File: config.mk
export PLATFORM = sky130hd
export DESIGN_NAME = utf8_to_ucs2_stream_decoder
export DESIGN_NICKNAME = d
export VERILOG_FILES = /design/src/hdl/utf8dec_pkg.sv /design/src/hdl/utf8_to_ucs2_stream_decoder.sv /design/src/hdl/utf8dec_step.sv
export SDC_FILE = /design/constraint.sdc
export NUM_CORES = 1
export LEC_CHECK = 0
export BUFFER_PORTS_ARGS = -buffer_cell sky130_fd_sc_hd__buf_4
export CAP_MARGIN = 20
export CORE_MARGIN = 8
export CORE_UTILIZATION = 25
export CTS_BUF_LIST = sky130_fd_sc_hd__clkbuf_8
export DETAILED_ROUTE_END_ITERATION = 7
export GPL_TIMING_DRIVEN = 0
export HOLD_SLACK_MARGIN = 0.03
export PLACE_DENSITY_LB_ADDON = 0.25
export SETUP_SLACK_MARGIN = 0.5
export SYNTH_ARGS = -nofsm -noshare
export SYNTH_HDL_FRONTEND = slang
export SYNTH_SLANG_ARGS = --single-unit
export TNS_END_PERCENT = 100
File: constraint.sdc
create_clock -name i_clk -period 5.2 [get_ports i_clk]
set_input_delay 1.04 -clock i_clk [delete_from_list [all_inputs] [get_ports i_clk]]
set_output_delay 1.04 -clock i_clk [all_outputs]
set_load 0.03 [all_outputs]
File: src/hdl/utf8dec_pkg.sv
// ============================================================================
// utf8dec_pkg
// Shared types and constants for the UTF-8 to UCS-2 stream decoder.
// ============================================================================
package utf8dec_pkg;

    // Sequence phase codes.
    localparam logic [1:0] PH_LEAD = 2'd0;  // expecting a lead byte
    localparam logic [1:0] PH_ONE  = 2'd1;  // one continuation byte remains
    localparam logic [1:0] PH_TWO  = 2'd2;  // two continuation bytes remain

    // Upper nibbles of multi-byte lead bytes.
    localparam logic [3:0] LEAD2_LO = 4'hC;
    localparam logic [3:0] LEAD2_HI = 4'hD;
    localparam logic [3:0] LEAD3    = 4'hE;

    // Top two bits of a continuation byte.
    localparam logic [1:0] CONT_TAG = 2'b10;

    localparam int unsigned CAP_W   = 9;   // capacity register width
    localparam int unsigned CODE_W  = 16;  // UCS-2 character width
    localparam int unsigned COUNT_W = 9;   // character count field width

    // Per-string decoding state apart from the character count.
    typedef struct packed {
        logic              halted;
        logic [1:0]        phase;
        logic [CODE_W-1:0] acc;
    } t_dec_state;

    // One result of a decoding step.
    typedef struct packed {
        logic               valid;
        logic               is_end;
        logic [CODE_W-1:0]  code_unit;
        logic [COUNT_W-1:0] char_count;
    } t_dec_result;

endpackage

File: src/hdl/utf8_to_ucs2_stream_decoder.sv
// ============================================================================
// utf8_to_ucs2_stream_decoder
// Decodes a zero-terminated UTF-8 byte stream into UCS-2 characters.
// ----------------------------------------------------------------------------
// Usage:
//   The slave channel takes one UTF-8 byte per item in s_tdata. Each ASCII
//   byte or completed two- or three-byte sequence gives one character item
//   on the master channel (tlast low). A zero byte gives an end item (tlast
//   high) with the string's character count and clears the string state.
//   Errors and a full capacity halt decoding until the zero byte.
//   The configuration channel writes the 9-bit character capacity; it is
//   always ready and should only be written while the block is idle.
//   A byte is held in the input register and its result is registered in
//   the output register. Throughput: one byte per cycle while the receiver
//   does not stall, set by the single decode step between the input
//   register and the output register.
//   Reset clears the string state and sets the capacity to MAX_CHARS.
//   While the receiver stalls, the result is held and the input register
//   still takes one more byte before s_tready falls.
// ============================================================================
module utf8_to_ucs2_stream_decoder
    import utf8dec_pkg::*;
#(
    parameter int unsigned MAX_CHARS = 256
) (
    input  logic        i_clk,
    input  logic        i_rst_n,
    // Configuration write channel.
    input  logic        i_cfg_valid,
    output logic        o_cfg_ready,
    input  logic [8:0]  i_cfg_data,   // capacity_chars
    // Byte input.
    input  logic        i_s_tvalid,
    output logic        o_s_tready,
    input  logic [7:0]  i_s_tdata,    // [7:0] in_byte
    // Character output.
    output logic        o_m_tvalid,
    input  logic        i_m_tready,
    output logic [31:0] o_m_tdata,    // [15:0] code_unit, [24:16] char_count
    output logic        o_m_tlast     // is_end
);

    localparam int unsigned CNT_W = $clog2(MAX_CHARS + 1);

    logic               r_in_valid;
    logic [7:0]         r_in_byte;
    logic [CAP_W-1:0]   r_capacity;
    t_dec_state         r_state;
    t_dec_state         n_state;
    logic [CNT_W-1:0]   r_produced;
    logic [CNT_W-1:0]   n_produced;
    t_dec_result        step_res;
    logic               r_out_valid;
    logic               r_out_end;
    logic [CODE_W-1:0]  r_out_code;
    logic [COUNT_W-1:0] r_out_count;
    logic               advance;

    // The decode stage moves when the output register is free or drains.
    assign advance     = r_in_valid && (!r_out_valid || i_m_tready);
    assign o_s_tready  = !r_in_valid || advance;
    assign o_cfg_ready = 1'b1;

    // Capacity register.
    always_ff @(posedge i_clk) begin
        if (!i_rst_n) begin
            r_capacity <= CAP_W'(MAX_CHARS);
        end else if (i_cfg_valid) begin
            r_capacity <= i_cfg_data;
        end
    end

    // Input register.
    always_ff @(posedge i_clk) begin
        if (!i_rst_n) begin
            r_in_valid <= 1'b0;
        end else if (o_s_tready) begin
            r_in_valid <= i_s_tvalid;
        end
    end

    always_ff @(posedge i_clk) begin
        if (o_s_tready && i_s_tvalid) begin
            r_in_byte <= i_s_tdata;
        end
    end

    // Decode step.
    utf8dec_step #(
        .MAX_CHARS (MAX_CHARS),
        .CNT_W     (CNT_W)
    ) u_step (
        .i_byte     (r_in_byte),
        .i_state    (r_state),
        .i_produced (r_produced),
        .i_capacity (r_capacity),
        .o_state    (n_state),
        .o_produced (n_produced),
        .o_result   (step_res)
    );

    // String state advances once per decoded byte, whether or not it gives an item.
    always_ff @(posedge i_clk) begin
        if (!i_rst_n) begin
            r_state    <= '0;
            r_produced <= '0;
        end else if (advance) begin
            r_state    <= n_state;
            r_produced <= n_produced;
        end
    end

    // Output register.
    always_ff @(posedge i_clk) begin
        if (!i_rst_n) begin
            r_out_valid <= 1'b0;
        end else if (advance) begin
            r_out_valid <= step_res.valid;
        end else if (i_m_tready) begin
            r_out_valid <= 1'b0;
        end
    end

    always_ff @(posedge i_clk) begin
        if (advance && step_res.valid) begin
            r_out_end   <= step_res.is_end;
            r_out_code  <= step_res.code_unit;
            r_out_count <= step_res.char_count;
        end
    end

    assign o_m_tvalid = r_out_valid;
    assign o_m_tlast  = r_out_end;
    assign o_m_tdata  = {7'd0, r_out_count, r_out_code};

    // The count never passes the build-time maximum.
    a_count_bound: assert property (@(posedge i_clk) disable iff (!i_rst_n)
        CNT_W'(MAX_CHARS) >= r_produced)
        else $error("character count exceeds maximum");

    // A terminator leaves a clean string state behind.
    a_end_clears: assert property (@(posedge i_clk) disable iff (!i_rst_n)
        (advance && r_in_byte == 8'd0) |=>
            (r_produced == '0 && r_state == '0))
        else $error("string state not cleared after terminator");

    // End items carry no character and character items carry no count.
    a_fields_clean: assert property (@(posedge i_clk) disable iff (!i_rst_n)
        r_out_valid |->
            (r_out_end ? (r_out_code == '0) : (r_out_count == '0)))
        else $error("result fields mixed between character and end items");

endmodule

File: src/hdl/utf8dec_step.sv
// ============================================================================
// utf8dec_step
// Combinational decode of one byte: next string state and optional result.
// ============================================================================
module utf8dec_step
    import utf8dec_pkg::*;
#(
    parameter int unsigned MAX_CHARS = 256,
    parameter int unsigned CNT_W     = 9
) (
    input  logic [7:0]       i_byte,
    input  t_dec_state       i_state,
    input  logic [CNT_W-1:0] i_produced,
    input  logic [CAP_W-1:0] i_capacity,
    output t_dec_state       o_state,
    output logic [CNT_W-1:0] o_produced,
    output t_dec_result      o_result
);

    // Comparison width covers both the count and the capacity register.
    localparam int unsigned CMP_W = (CNT_W > CAP_W) ? CNT_W : CAP_W;
    localparam logic [CMP_W-1:0] MAX_EXT = CMP_W'(MAX_CHARS);

    logic [CMP_W-1:0]  cap_ext;
    logic [CMP_W-1:0]  cap_eff;
    logic [CMP_W-1:0]  prod_ext;
    logic              full;
    logic [CODE_W-1:0] acc_sum;

    // Effective capacity is the register clamped to the build-time maximum.
    assign cap_ext  = CMP_W'(i_capacity);
    assign cap_eff  = (cap_ext < MAX_EXT) ? cap_ext : MAX_EXT;
    assign prod_ext = CMP_W'(i_produced);
    assign full     = (prod_ext >= cap_eff);
    assign acc_sum  = i_state.acc + {{(CODE_W-6){1'b0}}, i_byte[5:0]};

    // Next-state and result selection for one byte.
    always_comb begin
        o_state    = i_state;
        o_produced = i_produced;
        o_result   = '0;
        priority if (i_byte == 8'd0) begin
            // The terminator always ends the string and reports the count.
            o_result.valid      = 1'b1;
            o_result.is_end     = 1'b1;
            o_result.char_count = prod_ext[COUNT_W-1:0];
            o_state             = '0;
            o_produced          = '0;
        end else if (i_state.halted) begin
            // Bytes after a halt are dropped until the terminator.
        end else if (i_state.phase == PH_ONE || i_state.phase == PH_TWO) begin
            if (i_byte[7:6] != CONT_TAG) begin
                o_state.halted = 1'b1;
            end else if (i_state.phase == PH_TWO) begin
                o_state.acc   = {acc_sum[CODE_W-7:0], 6'd0};
                o_state.phase = PH_ONE;
            end else begin
                o_state.acc        = acc_sum;
                o_state.phase      = PH_LEAD;
                o_produced         = i_produced + CNT_W'(1);
                o_result.valid     = 1'b1;
                o_result.code_unit = acc_sum;
            end
        end else begin
            o_state.phase = PH_LEAD;
            if (full) begin
                o_state.halted = 1'b1;
            end else if (!i_byte[7]) begin
                o_produced         = i_produced + CNT_W'(1);
                o_result.valid     = 1'b1;
                o_result.code_unit = {8'd0, i_byte};
            end else begin
                unique case (i_byte[7:4])
                    LEAD2_LO, LEAD2_HI: begin
                        o_state.acc   = {5'd0, i_byte[4:0], 6'd0};
                        o_state.phase = PH_ONE;
                    end
                    LEAD3: begin
                        o_state.acc   = {4'd0, i_byte[3:0], 6'd0};
                        o_state.phase = PH_TWO;
                    end
                    default: begin
                        // Stray continuation or a four-byte lead.
                        o_state.halted = 1'b1;
                    end
                endcase
            end
        end
    end

endmodule
==> metrics, run 1 <==
run status=completed; Pleak=1.90 nW; Die Wd=144 um; Final Power=1.19 mW; setup TNS=0 ns; Routed Antenna Nets=0; core area=0.0163 mm^2; #FFs+latches synth=73; max cap viols=0; Synth area leaders=edfxtp_1 25%, dfxtp_1 19%, ha_1 5.2%; Layout area overhead=20.7%; placed cells=692; Max-slew headroom=40.4%; Site Rows=47; antenna violations before repair=0; Hold Buf Count CTS=0; WP data required=5.26 ns; Post-CTS Setup Bufs=0; CTS tree=built; DR pass1 iterations=4; kind of critical path=register to register; worst hold path type=register to register; Synth Flop Type=dfxtp_1; worst-case clock buffer depth=2; cts bufs inserted=9; final antenna diode count=0; CTS root buf=clkbuf_8; number of enable flip-flop cells after synthesis=34; Port Buffers=47; Max VDD drop=94.3 uV; Slew Limit Fails=0; first-pass GRT wire length=17,600 um; # H-tree levels=3; I/O pin cnt=58; GRT Util Overall=10.9%; vias=3,435; register area share after synthesis=44.0%; crit path DAT=3.14 ns; Final Skew=0.0173 ns; FMAX=0.325 GHz; largest net degree at the start of global routing=22; Avg Cell Area, Syn=9.81 um^2; clock slew at reported path FFs=0.09 ns; Via density=4.85; crit path max fanout=21; Worst-Margin Slew=0.890 ns; wire per inst=15.7 um; Post-Syn Instances=418; Final setup viols=0; Synth Cell Area=0.00410 mm^2; PwrDens=240 mW/mm^2; unrepaired setup endpoints after global routing=no; warnings from Yosys=0; DRC Markers=0; 1st-iter DRT viols=188; Synth async-reset ratio=0%; synth unique cells=70; startpoint types=register; total clock sinks=73; fillers=1,691; GR Overflow Total=0; Critical Path Sink Type=register; Final Net Count=523; Initial Utilization=25.2%; largest area contributor in the netlist=edfxtp_1; final-report hold violation count=0; count leader, synth=dfxtp_1; Worst-Skew Late Latency=0.37 ns; Final Wtd Congestion=0.840; post-CTS sizing=0; vias in the first global route=3,391; share of the synthesized area in the top cell type=24.9%; final WL=11,100 um; HPWL Detailed=8450 um; Die Y=144 um; fraction of layout cells with a size suffix above 1=21.9%; fin crit share=59.1%; crit path time final=3.08 ns; Total Die Area=0.0207 mm^2; top post-synthesis cells by count=39 x dfxtp_1, 37 x nand2_1, 37 x nor2_1; final std cells w/o fill=708
cell type report:
class / instances / area (um^2) / area share, %
inverters: 14 / 53.8 / 1.09
multi-input cells: 315 / 2110 / 42.7
plain buffers: 22 / 155 / 3.14
flip-flops and latches: 73 / 1800 / 36.4
repair buffers: 48 / 380 / 7.69
well taps: 220 / 275 / 5.57
clock inverters: 7 / 45.0 / 0.911
clock buffers: 9 / 124 / 2.50
placed cells by master, fill, tap and decap left out, types with 3 or more instances in the layout:
cell type | synthesis | layout
buf_4 | 9 | 56
xnor2_1 | 5 | 5
a32o_1 | 3 | 3
a31oi_1 | 3 | 3
a211o_1 | 3 | 3
a21o_1 | 3 | 3
a21oi_1 | 26 | 26
clkbuf_8 | 0 | 9
a211oi_1 | 5 | 5
xor2_1 | 5 | 5
ha_1 | 17 | 17
mux2i_1 | 16 | 16
conb_1 | 2 | 8
dfxtp_1 | 39 | 39
nand4_1 | 10 | 10
edfxtp_1 | 34 | 34
o211ai_1 | 9 | 9
o21ai_0 | 16 | 16
a21oi_2 | 3 | 3
and2_1 | 3 | 3
nor2_1 | 37 | 37
or3_1 | 3 | 3
and3_1 | 6 | 6
a22o_1 | 7 | 7
nor3_1 | 9 | 9
nand3_1 | 13 | 13
nor2b_1 | 3 | 3
nand2_1 | 37 | 37
clkinv_2 | 1 | 4
and3_2 | 10 | 10
a31o_2 | 3 | 3
inv_1 | 11 | 11
o21a_1 | 6 | 6
nand2b_1 | 7 | 7
clkbuf_1 | 7 | 7
report_power, final:
group	internal [mW]	switching, mW	total (mW)
clock network	0.172	0.239	0.411
logic	0.0544	0.0894	0.144
registers	0.618	0.0147	0.633
total	0.845	0.343	1.19
kinds of logic (layout without fill, tap and decap cells):
group,after synthesis,in the layout,share of synthesized area [%]
other cells,2,8,0.183
simple gates,155,155,20.5
compound gates,108,108,18.6
flops,73,73,44.0
buf+inv,36,100,5.10
xor+xnor,10,10,2.14
mux,16,16,3.91
fa+ha+maj,18,18,5.68
path summary, 6_finish.rpt:
path                                  endpoint  slack [ns]     startpoint  cells past startpoint
worst min register to register     r_state[17]        0.46    r_state[17]                      2
worst max-delay path            r_out_count[2]        2.12  r_capacity[8]                     10
worst max register to register  r_out_count[2]        2.12  r_capacity[8]                     10
worst min-delay path               r_state[17]        0.46    r_state[17]                      2
worst max-delay path: stages, from the launching register on:
cell,delay (ns)
dfxtp_1,0.34
clkinv_1,0.21
nand2_1,0.15
ha_1,0.25
a21oi_1,0.14
nor2_1,0.06
a211oi_2,0.56
nand4_1,0.25
a21o_1,0.25
nand2_1,0.32
buf_16,0.22
layer usage:
| metal | wire length, um | share of wire (%) | track usage (%) | up-vias |
|---|---|---|---|---|
| li1 | - | - | - | 1678 |
| met1 | 4880 | 44 | 12.8 | 1636 |
| met2 | 5340 | 48 | 18.2 | 100 |
| met3 | 605 | 5.5 | 2.51 | 21 |
| met4 | 264 | 2.4 | 5.59 | 0 |
| met5 | 0 | 0 | 0 | - |
state kept, by name, summed over array words and instances (netlist names):
signal / flops
r_capacity: 9
r_state: 19
o_m_tvalid: 1
r_produced: 9
r_out_count: 9
r_in_byte: 8
r_in_valid: 1
r_out_code: 16
o_m_tlast: 1
per-stage QoR:
step / util, % / instance area, um^2 / hold slack [ns] / worst slack [ns]
finish: 30.4 / 4950 / 0.463 / 2.12
global route: 30.4 / 4950 / 0.483 / 1.87
CTS: 30.4 / 4950 / 0.468 / 2.10
detailed placement: 29.3 / 4780 / 0.454 / 2.14
global placement: 29.2 / 4750 / 0.450 / 1.77
floorplan: - / 4120 / 0.436 / 2.50
No activity file was read; power rests on OpenSTA's default activity.
==> inputs of run 2 (changes only) <==
clock period = 3.1 ns   (was 5.2 ns; I/O delays follow)
==> run 2 against run 1 <==
Hold slack lost 0.024 ns. Final cell count grew 2.0%. Via count grew 1.7%.
==> metrics, run 2 (same netlist as run 1, synthesis figures left out) <==
placed cells=691 (-0.14%); # H-tree levels=3 (unchanged); core area=0.0163 mm^2 (unchanged); DRC Markers=0 (unchanged); kind of critical path=register to register; met3 Usage GRT=2.31% (-0.20 points); Place WS=0.0131 ns (-2.12 ns); commonest non-fill, non-tap cell in the layout=buf_4; Port Buffers=47 (unchanged); GR Overflow Total=0 (unchanged); CP cell instances=ha_1 -> a211oi_1 -> o21ai_2 -> and4b_1 -> o21ai_0 -> a21oi_1 -> or3_1; Via density=4.84 (-0.31%); Final setup viols=0 (unchanged); cts bufs inserted=9 (unchanged); PwrDens=435 mW/mm^2 (+81%); Pleak=2.04 nW (+7.0%); crit-path max cell delay=0.51 ns (-0.05 ns); Top Usage Layer GRT=met2; worst-case clock buffer depth=2 (unchanged); run status=completed; Initial Utilization=25.2% (unchanged); Crit path buffers/inverters=0 (-2); crit path DAT=2.82 ns (-0.32 ns); Die Wd=144 um (unchanged); biggest regs=r_state (19), r_out_code (16); Final WS setup=0.532 ns (-1.59 ns); Final Skew=0.0127 ns (-0.00465 ns); dpl cell area=0.00475 mm^2 (-0.52%); final WL=11,800 um (+6.0%); final-report hold violation count=0 (unchanged); Final Wtd Congestion=0.839 (about the same); Final Net Count=537 (+2.7%); FMAX=0.389 GHz (+20%); most frequent cells in the layout=68 x buf_4, 38 x dfxtp_1, 37 x nor2_1; crit path max fanout=4 (-81%); 1st-iter DRT viols=230 (+22%); met1 usage=13.5% (+0.72 points); wire per inst=16.3 um (+4.0%); Total Die Area=0.0207 mm^2 (unchanged); worst hold path type=primary input to register; unrepaired setup endpoints after global routing=yes; max cap viols=0 (unchanged); Site Rows=47 (unchanged); antenna violations before repair=0 (unchanged); Routed Antenna Nets=0 (unchanged); final core utilization=32.2% (+1.9 points); fin crit share=82.8% (+24 points); I/O pin cnt=58 (unchanged); DR pass1 iterations=4 (unchanged); total clock sinks=73 (unchanged); Die Y=144 um (unchanged); vias=3,492 (+1.7%); CTS root buf=clkbuf_8; Max VDD drop=200 uV (+110%); largest net degree at the start of global routing=27 (+23%); final std cells w/o fill=722 (+2.0%); Worst-Margin Slew=0.845 ns (-0.0453 ns); Final Power=2.28 mW (+92%); design area=0.00525 mm^2 (+6.1%); crit path time final=2.57 ns (-0.508 ns); hold slack=0.439 ns (-0.0236 ns); grt met2 use=18.5% (+0.25 points); vias in the first global route=3,436 (+1.3%); HPWL Detailed=8410 um (-0.47%); setup TNS=0 ns (unchanged); WP data required=3.35 ns (-1.91 ns); max reg flops=19 (unchanged); Slew Limit Fails=0 (unchanged); startpoint types=register; first-pass GRT wire length=17,900 um (+1.9%); CTS tree=built; CP max-delay cell=edfxtp_1; fraction of layout cells with a size suffix above 1=26.9% (+5.0 points); Layout area overhead=28.0%; Max-slew headroom=43.2% (+2.9 points); GRT Util Overall=11.0% (+0.14 points); clock slew at reported path FFs=0.09 ns (about the same); CP delay by family, top=compound AO/OA/AOI/OAI gates; final antenna diode count=0 (unchanged); Worst-Skew Late Latency=0.36 ns (about the same); Critical Path Sink Type=register; largest register by flop count=r_state
==> run 2: final cells by class <==
type	count	area (um^2)
well taps	220	275
clock buffers	10	138
repair buffers	60	454
clock inverters	6	114
multi-input cells	317	2250
inverters	14	57.6
flip-flops and latches	73	1800
fillers	1697	11000
plain buffers	22	155
==> run 2: what timing repair did <==
action / 4_1_cts / 5_1_grt
pin swaps: 0 / 8
gates resized for setup: 9 / 16
endpoints found under the setup margin: 50 / 57
buffers inserted: 1 / 12
cloned: 0 / 2
hold buffers: 0 / 0
endpoints found under the hold margin: 0 / 0
==> run 2: report_power, final <==
part           internal, mW  total, mW  switching, mW
Combinational         0.105      0.267          0.162
Sequential             1.04       1.06         0.0251
Clock                 0.560      0.951          0.391
Total                  1.70       2.28          0.578
==> run 2: worst paths after layout <==
path	startpoint	endpoint	slack [ns]	depth (start not counted)
worst max-delay path	r_in_byte[1]	r_state[15]	0.53	7
worst min-delay path	i_s_tdata[4]	r_in_byte[4]	0.44	1
worst max register to register	r_in_byte[1]	r_state[15]	0.53	7
worst min register to register	r_state[17]	r_state[17]	0.47	2
==> run 2: metal layers <==
| metal | up-vias | wire (um) |
|---|---|---|
| li1 | 1700 | - |
| met5 | - | 0 |
| met2 | 105 | 5590 |
| met4 | 0 | 303 |
| met3 | 21 | 738 |
| met1 | 1666 | 5120 |
==> inputs of run 3 (changes only) <==
clock period = 2.6 ns   (was 3.1 ns; I/O delays follow)
==> run 3 against run 2 <==
Final cell count is 5.0% higher. Utilization increased by 5.2 points. Clock skew increased by 0.0019 ns. Non-clock buffer count rose by 34. Global-route usage is 1.0 points higher. First-iteration DRC count up 7.4%.
==> metrics, run 3 (same netlist as run 1, synthesis figures left out) <==
placed cells=691 (unchanged); Final Power=2.80 mW (+23%); first-pass GRT wire length=19,300 um (+7.8%); CP delay by family, top=compound AO/OA/AOI/OAI gates; kind of critical path=register to register; worst hold path type=primary input to register; vias=3,712 (+6.3%); crit path DAT=2.37 ns (-0.45 ns); Port Buffers=47 (unchanged); crit path time final=2.25 ns (-0.313 ns); Initial Utilization=25.2% (unchanged); core area=0.0163 mm^2 (unchanged); clock slew at reported path FFs=0.08 ns (about the same); CP cell instances=buf_4 -> fa_2 -> buf_4 -> a21o_1 -> a21oi_2 -> xnor2_2 -> buf_4 -> a22o_1; P_int=2.08 mW (+22%); Max VDD drop=240 uV (+20%); FMAX=0.444 GHz (+14%); final WL=12,700 um (+7.8%); antenna violations before repair=0 (unchanged); 1st-iter DRT viols=247 (+7.4%); largest net degree at the start of global routing=14 (-48%); most used cell, CP=buf_4; total clock sinks=73 (unchanged); commonest non-fill, non-tap cell in the layout=buf_4; Net Sw Frac=25.8% (+0.41 points); Die Wd=144 um (unchanged); final core utilization=37.4% (+5.2 points); final-report hold violation count=0 (unchanged); worst-case clock buffer depth=2 (unchanged); GR Overflow Total=0 (unchanged); max cap viols=0 (unchanged); HPWL Detailed=8370 um (-0.41%); hold slack=0.333 ns (-0.106 ns); unrepaired setup endpoints after global routing=yes; Comb power frac=14.4% (+2.7 points); Routed Antenna Nets=0 (unchanged); DRC Markers=0 (unchanged); final antenna diode count=0 (unchanged); Die Y=144 um (unchanged); Crit path buffers/inverters=3 (+3); CP max-delay cell=edfxtp_1; Seq pwr share=45.3% (-1.3 points); Pleak=2.36 nW (+16%); Worst-Margin Slew=0.615 ns (-0.231 ns); fraction of layout cells with a size suffix above 1=41.4% (+15 points); setup TNS=0 ns (unchanged); Critical Path Sink Type=register; Via density=4.90 (+1.3%); Final Net Count=573 (+6.7%); Sw Pwr=0.721 mW (+25%); Clk pwr share=40.2% (-1.5 points); DR pass1 iterations=6 (+2); most frequent cells in the layout=88 x buf_4, 36 x dfxtp_1, 34 x edfxtp_1; GRT Util Overall=12.1% (+1.0 points); crit path max fanout=2 (-2); Max-slew headroom=59.0% (+16 points); crit-path max cell delay=0.44 ns (-0.07 ns); Total Die Area=0.0207 mm^2 (unchanged); CTS root buf=clkbuf_8; Final Wtd Congestion=0.840 (+0.13%); startpoint types=register; CTS tree=built; WP data required=2.72 ns (-0.63 ns); Site Rows=47 (unchanged); Final Skew=0.0146 ns (+0.00189 ns); # H-tree levels=3 (unchanged); final std cells w/o fill=758 (+5.0%); Slew Limit Fails=0 (unchanged); biggest regs=r_state (19), r_out_code (16); vias in the first global route=3,627 (+5.6%); largest register by flop count=r_state; Final setup viols=0 (unchanged); max reg flops=19 (unchanged); run status=completed; I/O pin cnt=58 (unchanged); wire per inst=16.7 um (+2.7%); PwrDens=459 mW/mm^2 (+5.6%); fin crit share=86.7% (+3.9 points); cts bufs inserted=9 (unchanged); Worst-Skew Late Latency=0.37 ns (about the same); Layout area overhead=48.7%
run 3: cell types whose count changed in the layout (fill, tap and decap cells not counted), moves of 8 or more:
cell / before / now
ha_4: 0 / 10
ha_1: 17 / 7
a21oi_1: 25 / 17
buf_6: 3 / 14
o21ai_0: 15 / 3
buf_4: 68 / 88
o21ai_1: 1 / 9
run 3: final cells by class:
cell class	count	area, um^2
Timing Repair Buffer	94	785
Clock buffer	10	138
Inverter	14	65.1
Timing Repair inverter	1	6.26
Tap cell	220	275
Clock inverter	6	114
Multi-Input combinational cell	318	2730
Buffer	22	171
Sequential cell	73	1810
Fill cell	1630	10200
run 3: what timing repair did:
| action | CTS | global route |
|---|---|---|
| hold buffers | 0 | 0 |
| resized for setup | 59 | 65 |
| cloned | 7 | 0 |
| endpoints found under the setup margin | 70 | 68 |
| pin swaps | 34 | 30 |
| buffers inserted | 32 | 12 |
run 3: layer usage:
metal	up-vias	global-route usage [%]	routed length [um]	share of wire [%]
met3	16	2.84	622	4.9
met5	-	0	0	0
li1	1787	-	-	-
met2	103	20.2	6300	50
met1	1806	14.7	5550	44
met4	0	4.65	201	1.6
run 3: power groups by stage:
stage,combinational (mW),sequential [mW],clock (mW)
after floorplan,0.166,1.31,0
after global placement,0.280,1.29,0
after detailed placement,0.284,1.29,0
after CTS,0.370,1.26,1.16
after global routing,0.430,1.27,1.21
final,0.403,1.27,1.13
run 3: path summary, 6_finish.rpt:
path / slack, ns / depth (start not counted) / end / from
min reg2reg: 0.46 / 2 / r_state[17] / r_state[17]
max: 0.35 / 8 / r_out_code[4] / r_in_byte[1]
max reg2reg: 0.35 / 8 / r_out_code[4] / r_in_byte[1]
min: 0.33 / 1 / r_in_byte[6] / i_s_tdata[6]
run 3: per-stage QoR:
step / cell area [um^2] / worst slack, ns
4_1_cts: 5740 / 0.323
6_report: 6090 / 0.346
3_3_place_gp: 4830 / -0.212
3_5_place_dp: 4830 / -0.242
5_1_grt: 6090 / 0.261
2_1_floorplan: 4200 / 0.377
